===== src/sv/tps_pkg.sv =====
// package: payload types, codes and pattern table for the tone pattern sequencer
package tps_pkg;

    localparam int NOW_W     = 32;
    localparam int FREQ_W    = 13;
    localparam int DUR_W     = 9;
    localparam int LEN_W     = 5;
    localparam int POS_W     = 4;
    localparam int PAT_W     = 3;
    localparam int SLOT_W    = 4;
    localparam int PRIO_W    = 2;
    localparam int REPS_W    = 8;
    localparam int GUARD_W   = 7;
    localparam int CFG_IDX_W = 8;
    localparam int CFG_DAT_W = 16;

    localparam logic [CFG_IDX_W-1:0] CFG_MUTE       = 8'd0;
    localparam logic [CFG_IDX_W-1:0] CFG_PRIORITIES = 8'd1;
    localparam logic [CFG_DAT_W-1:0] PRIO_RESET     = 16'd5800;

    typedef enum logic [1:0] {
        OP_TICK    = 2'd0,
        OP_PLAY    = 2'd1,
        OP_STOP    = 2'd2,
        OP_STOP_IF = 2'd3
    } tps_op_t;

    typedef struct packed {
        tps_op_t           op;
        logic [PAT_W-1:0]  pattern_id;
        logic              force_req;
        logic [NOW_W-1:0]  now_ms;
    } tps_in_t;

    typedef struct packed {
        logic              accepted;
        logic              playing;
        logic [FREQ_W-1:0] freq_hz;
        logic              changed;
    } tps_out_t;

    typedef struct packed {
        logic [FREQ_W-1:0] hz;
        logic [DUR_W-1:0]  dur;
        logic [LEN_W-1:0]  len;
        logic [REPS_W-1:0] reps;
        logic              endless;
    } tps_step_info_t;

    typedef enum logic [1:0] {
        SUB_ELAPSE = 2'd0,
        SUB_WALK   = 2'd1,
        SUB_SETTLE = 2'd2
    } tps_sub_sel_t;

    typedef enum logic [2:0] {
        S_IDLE   = 3'd0,
        S_EXEC   = 3'd1,
        S_ELAPSE = 3'd2,
        S_WALK   = 3'd3,
        S_SETTLE = 3'd4,
        S_EMIT   = 3'd5
    } tps_state_t;

    function automatic logic [FREQ_W-1:0] rom_hz(input logic [SLOT_W-1:0] slot,
                                                 input logic [POS_W-1:0] pos);
        logic [FREQ_W-1:0] hz;
        hz = '0;
        case ({slot, pos})
            8'h00: hz = 13'd1800;
            8'h02: hz = 13'd2400;
            8'h10: hz = 13'd2700;
            8'h20: hz = 13'd2200;
            8'h22: hz = 13'd3100;
            8'h30: hz = 13'd2600;
            8'h32: hz = 13'd2100;
            8'h34: hz = 13'd1600;
            8'h40: hz = 13'd3100;
            8'h42: hz = 13'd3100;
            8'h50: hz = 13'd2500;
            8'h60: hz = 13'd3400;
            8'h62: hz = 13'd3900;
            8'h70: hz = 13'd1400;
            8'h72: hz = 13'd1100;
            default: hz = '0;
        endcase
        return hz;
    endfunction

    function automatic logic [DUR_W-1:0] rom_dur(input logic [SLOT_W-1:0] slot,
                                                 input logic [POS_W-1:0] pos);
        logic [DUR_W-1:0] dur;
        dur = '0;
        case ({slot, pos})
            8'h00: dur = 9'd70;
            8'h01: dur = 9'd40;
            8'h02: dur = 9'd70;
            8'h10: dur = 9'd250;
            8'h20: dur = 9'd200;
            8'h21: dur = 9'd90;
            8'h22: dur = 9'd350;
            8'h30: dur = 9'd90;
            8'h31: dur = 9'd60;
            8'h32: dur = 9'd90;
            8'h33: dur = 9'd60;
            8'h34: dur = 9'd140;
            8'h40: dur = 9'd120;
            8'h41: dur = 9'd70;
            8'h42: dur = 9'd120;
            8'h50: dur = 9'd300;
            8'h51: dur = 9'd200;
            8'h60: dur = 9'd120;
            8'h61: dur = 9'd80;
            8'h62: dur = 9'd120;
            8'h63: dur = 9'd380;
            8'h70: dur = 9'd200;
            8'h71: dur = 9'd120;
            8'h72: dur = 9'd300;
            default: dur = '0;
        endcase
        return dur;
    endfunction

    function automatic logic [LEN_W-1:0] rom_len(input logic [SLOT_W-1:0] slot);
        logic [LEN_W-1:0] len;
        len = '0;
        case (slot)
            4'd0: len = 5'd3;
            4'd1: len = 5'd1;
            4'd2: len = 5'd3;
            4'd3: len = 5'd5;
            4'd4: len = 5'd3;
            4'd5: len = 5'd2;
            4'd6: len = 5'd4;
            4'd7: len = 5'd3;
            default: len = '0;
        endcase
        return len;
    endfunction

    function automatic logic [REPS_W-1:0] rom_reps(input logic [SLOT_W-1:0] slot);
        logic [REPS_W-1:0] reps;
        reps = '0;
        case (slot)
            4'd2: reps = 8'd1;
            default: reps = '0;
        endcase
        return reps;
    endfunction

    function automatic logic rom_endless(input logic [SLOT_W-1:0] slot);
        logic e;
        e = 1'b0;
        case (slot)
            4'd5: e = 1'b1;
            4'd6: e = 1'b1;
            default: e = 1'b0;
        endcase
        return e;
    endfunction

endpackage


===== src/sv/tone_pattern_sequencer.sv =====
// top level: tone pattern sequencer with control sequencer, state and output register
// Plays buzzer tone patterns from a built-in table; one item is handled at a time and
// s_ready is high only while the sequencer is idle. Stop and stop-if end in the execute
// state and give no result; play, a tick on an idle block and the first tick after a
// play go from execute to emit; any other tick runs through elapse, walk, settle and
// emit, advancing at most len*4+4 steps, and a tick that ends the pattern goes from the
// walk straight to emit. The catch-up walk runs through one shared 32-bit subtractor,
// one step compare per cycle. A result goes into the output register, and the next
// item is taken while it waits; the sequencer holds only when a new result finds the
// register still full.
module tone_pattern_sequencer import tps_pkg::*; #(
    parameter int NUM_PATTERNS = 8,
    parameter int MAX_STEPS    = 8
) (
    input  logic                 aclk,
    input  logic                 aresetn,
    input  logic                 s_valid,
    output logic                 s_ready,
    input  tps_in_t              s_data,
    output logic                 m_valid,
    input  logic                 m_ready,
    output tps_out_t             m_data,
    input  logic                 cfg_valid,
    output logic                 cfg_ready,
    input  logic [CFG_IDX_W-1:0] cfg_index,
    input  logic [CFG_DAT_W-1:0] cfg_data
);

    tps_state_t            state_reg, state_next;
    tps_in_t               item_reg, item_next;
    logic                  running_reg, running_next;
    logic                  primed_reg, primed_next;
    logic [PAT_W-1:0]      active_pattern_reg, active_pattern_next;
    logic [POS_W-1:0]      step_pos_reg, step_pos_next;
    logic [REPS_W-1:0]     loop_count_reg, loop_count_next;
    logic [NOW_W-1:0]      step_start_reg, step_start_next;
    logic [PRIO_W-1:0]     active_priority_reg, active_priority_next;
    logic [FREQ_W-1:0]     last_freq_reg, last_freq_next;
    logic [NOW_W-1:0]      rem_reg, rem_next;
    logic [GUARD_W-1:0]    guard_reg, guard_next;
    logic                  res_accepted_reg, res_accepted_next;
    logic                  mute_reg;
    logic [CFG_DAT_W-1:0]  prio_reg;
    logic                  m_valid_reg, m_valid_next;
    tps_out_t              m_data_reg, m_data_next;

    logic [PAT_W-1:0]      rom_pattern;
    tps_step_info_t        info;
    tps_sub_sel_t          sub_sel;
    logic [NOW_W-1:0]      sub_diff;
    logic                  sub_borrow;
    logic [PRIO_W-1:0]     req_prio;
    logic                  play_ok;
    logic                  walk_go;
    logic [LEN_W-1:0]      pos_inc;
    logic [FREQ_W-1:0]     tone;

    tps_step_rom #(
        .NUM_PATTERNS(NUM_PATTERNS),
        .MAX_STEPS   (MAX_STEPS)
    ) u_rom (
        .pattern_id(rom_pattern),
        .step_pos  (step_pos_reg),
        .info      (info)
    );

    tps_sub_unit u_sub (
        .sel       (sub_sel),
        .now_ms    (item_reg.now_ms),
        .step_start(step_start_reg),
        .rem       (rem_reg),
        .dur       (info.dur),
        .diff      (sub_diff),
        .borrow    (sub_borrow)
    );

    assign s_ready   = (state_reg == S_IDLE);
    assign cfg_ready = 1'b1;
    assign m_valid   = m_valid_reg;
    assign m_data    = m_data_reg;

    assign rom_pattern = (state_reg == S_EXEC && item_reg.op == OP_PLAY) ?
                         item_reg.pattern_id : active_pattern_reg;

    always_comb begin
        case (state_reg)
            S_IDLE:   sub_sel = SUB_ELAPSE;
            S_ELAPSE: sub_sel = SUB_ELAPSE;
            S_WALK:   sub_sel = SUB_WALK;
            S_SETTLE: sub_sel = SUB_SETTLE;
            default:  sub_sel = SUB_ELAPSE;
        endcase
    end

    always_ff @(posedge aclk) begin
        if (!aresetn) begin
            state_reg           <= S_IDLE;
            running_reg         <= 1'b0;
            primed_reg          <= 1'b0;
            active_pattern_reg  <= '0;
            step_pos_reg        <= '0;
            loop_count_reg      <= '0;
            step_start_reg      <= '0;
            active_priority_reg <= '0;
            last_freq_reg       <= '0;
            mute_reg            <= 1'b0;
            prio_reg            <= PRIO_RESET;
            m_valid_reg         <= 1'b0;
        end else begin
            state_reg           <= state_next;
            running_reg         <= running_next;
            primed_reg          <= primed_next;
            active_pattern_reg  <= active_pattern_next;
            step_pos_reg        <= step_pos_next;
            loop_count_reg      <= loop_count_next;
            step_start_reg      <= step_start_next;
            active_priority_reg <= active_priority_next;
            last_freq_reg       <= last_freq_next;
            m_valid_reg         <= m_valid_next;
            if (cfg_valid && cfg_ready) begin
                if (cfg_index == CFG_MUTE) begin
                    mute_reg <= cfg_data[0];
                end else if (cfg_index == CFG_PRIORITIES) begin
                    prio_reg <= cfg_data;
                end
            end
        end
    end

    always_ff @(posedge aclk) begin
        item_reg         <= item_next;
        rem_reg          <= rem_next;
        guard_reg        <= guard_next;
        res_accepted_reg <= res_accepted_next;
        m_data_reg       <= m_data_next;
    end

    always_comb begin
        state_next           = state_reg;
        item_next            = item_reg;
        running_next         = running_reg;
        primed_next          = primed_reg;
        active_pattern_next  = active_pattern_reg;
        step_pos_next        = step_pos_reg;
        loop_count_next      = loop_count_reg;
        step_start_next      = step_start_reg;
        active_priority_next = active_priority_reg;
        last_freq_next       = last_freq_reg;
        rem_next             = rem_reg;
        guard_next           = guard_reg;
        res_accepted_next    = res_accepted_reg;
        m_data_next          = m_data_reg;
        m_valid_next         = m_valid_reg && !m_ready;

        req_prio    = prio_reg[{item_reg.pattern_id, 1'b0} +: PRIO_W];
        play_ok     = (info.len != '0) &&
                      !(running_reg && !item_reg.force_req && req_prio < active_priority_reg);
        walk_go     = (guard_reg != '0) && ({1'b0, step_pos_reg} < info.len) && !sub_borrow;
        pos_inc     = {1'b0, step_pos_reg} + LEN_W'(1);
        tone        = (running_reg && !mute_reg && ({1'b0, step_pos_reg} < info.len)) ?
                      info.hz : '0;

        case (state_reg)
            S_IDLE: begin
                if (s_valid) begin
                    item_next  = s_data;
                    state_next = S_EXEC;
                end
            end
            S_EXEC: begin
                res_accepted_next = 1'b0;
                case (item_reg.op)
                    OP_PLAY: begin
                        res_accepted_next = play_ok;
                        if (play_ok) begin
                            active_pattern_next  = item_reg.pattern_id;
                            active_priority_next = req_prio;
                            step_pos_next        = '0;
                            loop_count_next      = '0;
                            running_next         = 1'b1;
                            primed_next          = 1'b0;
                            step_start_next      = item_reg.now_ms;
                        end
                        state_next = S_EMIT;
                    end
                    OP_STOP: begin
                        running_next         = 1'b0;
                        step_pos_next        = '0;
                        active_priority_next = '0;
                        primed_next          = 1'b0;
                        state_next           = S_IDLE;
                    end
                    OP_STOP_IF: begin
                        if (running_reg && active_pattern_reg == item_reg.pattern_id) begin
                            running_next         = 1'b0;
                            step_pos_next        = '0;
                            active_priority_next = '0;
                            primed_next          = 1'b0;
                        end
                        state_next = S_IDLE;
                    end
                    OP_TICK: begin
                        if (!running_reg) begin
                            state_next = S_EMIT;
                        end else if (!primed_reg) begin
                            primed_next     = 1'b1;
                            step_start_next = item_reg.now_ms;
                            state_next      = S_EMIT;
                        end else begin
                            guard_next = {info.len, 2'b00} + GUARD_W'(4);
                            state_next = S_ELAPSE;
                        end
                    end
                    default: state_next = S_IDLE;
                endcase
            end
            S_ELAPSE: begin
                rem_next   = sub_diff;
                state_next = S_WALK;
            end
            S_WALK: begin
                if (walk_go) begin
                    guard_next = guard_reg - GUARD_W'(1);
                    rem_next   = sub_diff;
                    if (pos_inc >= info.len) begin
                        step_pos_next = '0;
                        if (info.endless) begin
                            state_next = S_WALK;
                        end else if (loop_count_reg < info.reps) begin
                            loop_count_next = loop_count_reg + REPS_W'(1);
                        end else begin
                            // pattern finished: idle, anchor at this tick
                            running_next         = 1'b0;
                            active_priority_next = '0;
                            primed_next          = 1'b1;
                            step_start_next      = item_reg.now_ms;
                            state_next           = S_EMIT;
                        end
                    end else begin
                        step_pos_next = pos_inc[POS_W-1:0];
                    end
                end else begin
                    state_next = S_SETTLE;
                end
            end
            S_SETTLE: begin
                step_start_next = sub_diff;
                state_next      = S_EMIT;
            end
            S_EMIT: begin
                if (!m_valid_reg || m_ready) begin
                    m_valid_next         = 1'b1;
                    m_data_next.playing  = running_reg;
                    m_data_next.freq_hz  = tone;
                    if (item_reg.op == OP_TICK) begin
                        m_data_next.accepted = 1'b0;
                        m_data_next.changed  = (tone != last_freq_reg);
                        last_freq_next       = tone;
                    end else begin
                        m_data_next.accepted = res_accepted_reg;
                        m_data_next.changed  = 1'b0;
                    end
                    state_next = S_IDLE;
                end
            end
            default: state_next = S_IDLE;
        endcase
    end

endmodule


===== src/sv/tps_step_rom.sv =====
// pattern table lookup: step tone, duration and pattern length, repeats, endless flag
module tps_step_rom import tps_pkg::*; #(
    parameter int NUM_PATTERNS = 8,
    parameter int MAX_STEPS    = 8
) (
    input  logic [PAT_W-1:0] pattern_id,
    input  logic [POS_W-1:0] step_pos,
    output tps_step_info_t   info
);

    localparam logic [LEN_W-1:0] NUM_PAT_L   = LEN_W'(NUM_PATTERNS);
    localparam logic [LEN_W-1:0] MAX_STEPS_L = LEN_W'(MAX_STEPS);

    logic [SLOT_W-1:0] slot;
    logic [LEN_W-1:0]  raw_len;

    always_comb begin
        slot    = {1'b0, pattern_id};
        raw_len = rom_len(slot);
        info.hz      = rom_hz(slot, step_pos);
        info.dur     = rom_dur(slot, step_pos);
        info.reps    = rom_reps(slot);
        info.endless = rom_endless(slot);
        if ({2'b00, pattern_id} >= NUM_PAT_L) begin
            info.len = '0;
        end else if (raw_len > MAX_STEPS_L) begin
            info.len = MAX_STEPS_L;
        end else begin
            info.len = raw_len;
        end
    end

endmodule


===== src/sv/tps_sub_unit.sv =====
// shared 32-bit subtractor with operand select for elapsed time, step walk and re-anchor
module tps_sub_unit import tps_pkg::*; (
    input  tps_sub_sel_t      sel,
    input  logic [NOW_W-1:0]  now_ms,
    input  logic [NOW_W-1:0]  step_start,
    input  logic [NOW_W-1:0]  rem,
    input  logic [DUR_W-1:0]  dur,
    output logic [NOW_W-1:0]  diff,
    output logic              borrow
);

    logic [NOW_W-1:0] op_a;
    logic [NOW_W-1:0] op_b;

    always_comb begin
        case (sel)
            SUB_ELAPSE: begin
                op_a = now_ms;
                op_b = step_start;
            end
            SUB_WALK: begin
                op_a = rem;
                op_b = {{(NOW_W-DUR_W){1'b0}}, dur};
            end
            SUB_SETTLE: begin
                op_a = now_ms;
                op_b = rem;
            end
            default: begin
                op_a = now_ms;
                op_b = step_start;
            end
        endcase
        {borrow, diff} = {1'b0, op_a} - {1'b0, op_b};
    end

endmodule


===== config.mk =====
export PLATFORM = sky130hd
export DESIGN_NAME = tone_pattern_sequencer
export DESIGN_NICKNAME = d
export VERILOG_FILES = /design/src/sv/tps_pkg.sv /design/src/sv/tone_pattern_sequencer.sv /design/src/sv/tps_step_rom.sv /design/src/sv/tps_sub_unit.sv
export SDC_FILE = /design/constraint.sdc
export NUM_CORES = 1
export LEC_CHECK = 0
export BUFFER_PORTS_ARGS = -buffer_cell sky130_fd_sc_hd__clkbuf_2
export CAP_MARGIN = 20
export CORE_UTILIZATION = 61
export DETAILED_ROUTE_END_ITERATION = 16
export GPL_TIMING_DRIVEN = 0
export PLACE_DENSITY = 0.87
export SYNTH_ARGS = -nofsm -noshare
export SYNTH_HDL_FRONTEND = slang
export SYNTH_SLANG_ARGS = --single-unit

===== constraint.sdc =====
create_clock -name aclk -period 9.1 [get_ports aclk]
set_input_delay 0.455 -clock aclk [delete_from_list [all_inputs] [get_ports aclk]]
set_output_delay 0.455 -clock aclk [all_outputs]
set_load 0.01 [all_outputs]

==> reports/qor.txt <==
Post-DP HPWL: 21,800 um
Via count: 10.0k
Rel. slew slack: 31.7%
# resized after CTS: 0
Fin cells: 1,544
Filler cells: 1,356
First-pass GRT wire length: 47,400 um
DRT Pass-1 Iters: 12
Routed len/inst: 19.6 um
Chip width: 134 um
DRC: 2
GR Layer Usage met2: 52.2%
Boundary Pins: 86
Worst Hold Class: input port to flop
Synth warn: 0
Final min period: 7430 ps
GR Layer Usage met3: 8.24%
Flops & latches, synth: 173
Root buf cell: clkbuf_16
CP required: 9240 ps
Run status: finished, violations left
Grt total ovfl: 0
Postcts setup bufs: 0
Fin. Hold Viols: 0
Port-buffer cells: 80
DP Worst Slack: 1940 ps
Violated checks: DRC
Crit end category: flop
DP Cell Count: 1,511
P_leak: 4.83 nW
Total negative slack: 0 ps
Final Worst Setup Slack: 1670 ps
Period utilisation layout: 81.6%
EDFF count, synth: 91
RSZ-0062 raised after global routing: no
Slew @ Worst Pin: 1020 ps
Post-route ant nets: 0
Crit-path max FO: 16
Post-synthesis sequential area ratio: 40.9%
Gpl congestion: 0.974
Synthesized area: 10,700 um^2
Max reg flops: 38
Num rows: 48
Max_cap viols: 0
P&R area growth vs syn: 12.2%
GR Layer Usage met1: 46.1%
Core ar.: 17,200 um^2
Commonest non-fill, non-tap cell in the layout: nand2_1
Synth unique cells: 96
Initial antenna violation count: 0
Largest net degree at the start of global routing: 39
Vias in the first global route: 9,193
Setup crit start kind: flop
Worst clock skew: 11.8 ps
Syn Inst Count: 1,202
Die Y: 134 um
# clock sinks: 173
CTS tree: built
Fmax: 135 MHz
Top cells by area, synth: edfxtp_1 (26%), dfxtp_1 (15%), nand2_1 (7.3%)
Initial Utilization: 62.2%
CTS Buf Count: 17
Final nets: 1,425
Drt via density: 6.48
Top Usage Layer GRT: met2
Max Slew Vio Count: 0
Synthesized area per cell: 8.89 um^2
Crit path DAT: 7570 ps
Crit Path Class: flop to flop
Worst vdd ir: 0.000157 V
Pwr Density: 242 nW/um^2
DRT iter0 DRCs: 1,167
H-tree depth: 4
Primary FF master, synth: edfxtp_1
Top cell type by total area after synthesis: edfxtp_1
Endpoints failing setup: 0
Later-pin clock latency in the skew report: 450 ps
Share of layout cells above drive strength 1: 13.1%
Share of the synthesized area in the top cell type: 25.6%
Tot Pwr: 2.90 mW
CTS clk-pin slew, worst paths: 70 ps
GRT Overall Usage: 34.2%
Async S/R FF share, synth: 0%
DRT Wirelength: 30,200 um
Hold-fix buffers, CTS: 0
Commonest cells after routing, fill and taps aside: nand2_1 (207), nor2_1 (117), edfxtp_1 (91), dfxtp_1 (82), clkbuf_2 (80)
Die area: 18,100 um^2
CTS max path bufs: 2
-- cells by family (layout without fill, tap and decap cells) --
kind of cell	Yosys count	in the layout	synth area share [%]
simple gates	462	462	19.8
compound gates	329	329	21.2
flops	173	173	40.9
buf+inv	104	218	4.19
fa+ha+maj	53	53	6.28
mux	47	47	4.94
xor+xnor	32	32	2.62
other cells	2	5	0.0703
-- final timing paths --
check	slack, ps	start	end	cells past startpoint
worst max-delay path	1670	state_reg[1]	rem_reg[6]	25
worst min-delay path	180	s_data[22]	item_reg[22]	1
worst max register to register	1670	state_reg[1]	rem_reg[6]	25
worst min register to register	490	loop_count_reg[4]	loop_count_reg[4]	1
-- report_power, final --
group,total [mW],internal [mW],switching (mW)
Sequential,0.994,0.946,0.0484
Clock,0.714,0.382,0.331
Combinational,1.19,0.437,0.755
-- metal layers --
| metal | part of all wire [%] | up-vias |
|---|---|---|
| li1 | - | 4611 |
| met1 | 42 | 4673 |
| met2 | 44 | 611 |
| met3 | 10 | 110 |
| met4 | 3.7 | 0 |
| met5 | 0 | - |
-- stage by stage --
stage | utilization [%] | area (um^2) | hold WS [ps]
floorplan | - | 10700 | 439
global placement | 66.2 | 11400 | 452
detailed placement | 66.6 | 11400 | 465
CTS | 69.8 | 12000 | 174
global route | 69.8 | 12000 | 172
finish | 69.8 | 12000 | 178
-- worst max-delay path, cell delays in order (launching register included) --
cell,delay [ps]
dfxtp_1,310
buf_6,130
or3b_4,440
clkinv_4,100
nand2_1,140
mux2i_1,400
ha_1,250
clkbuf_1,360
clkbuf_1,420
nand2_1,100
nor3_1,130
o21ai_0,180
nand4_1,210
o31ai_2,120
o21ai_0,270
o21ai_0,160
ha_1,360
o211ai_1,150
o2111ai_2,300
a21oi_1,180
o41ai_2,790
a2111o_1,370
nand2_1,200
a211oi_4,620
buf_16,220
buf_8,200
-- final cells by class --
class                   instances  area, um^2  share of cell area, %
diodes                          1        2.50                 0.0209
plain buffers                  69         312                   2.60
clock buffers                  18         429                   3.58
clock inverters                14         131                   1.10
inverters                      35         136                   1.14
multi-input cells             927        5890                   49.1
flip-flops and latches        173        4370                   36.5
well taps                     225         282                   2.35
repair buffers                 82         443                   3.69
-- cells in the mapped netlist, types with 15 or more instances --
cell and n:
o21ai_0 59, mux2i_1 37, inv_1 33, nand2_1 207, xnor2_1 22, ha_1 52, nor2_1 117, nand3_1 19
a21oi_1 70, nor3_1 22, and2_1 15, dfxtp_1 82, edfxtp_1 91, and3_1 22, clkbuf_1 45, a22oi_1 27
(Power assumes the default switching activity.)
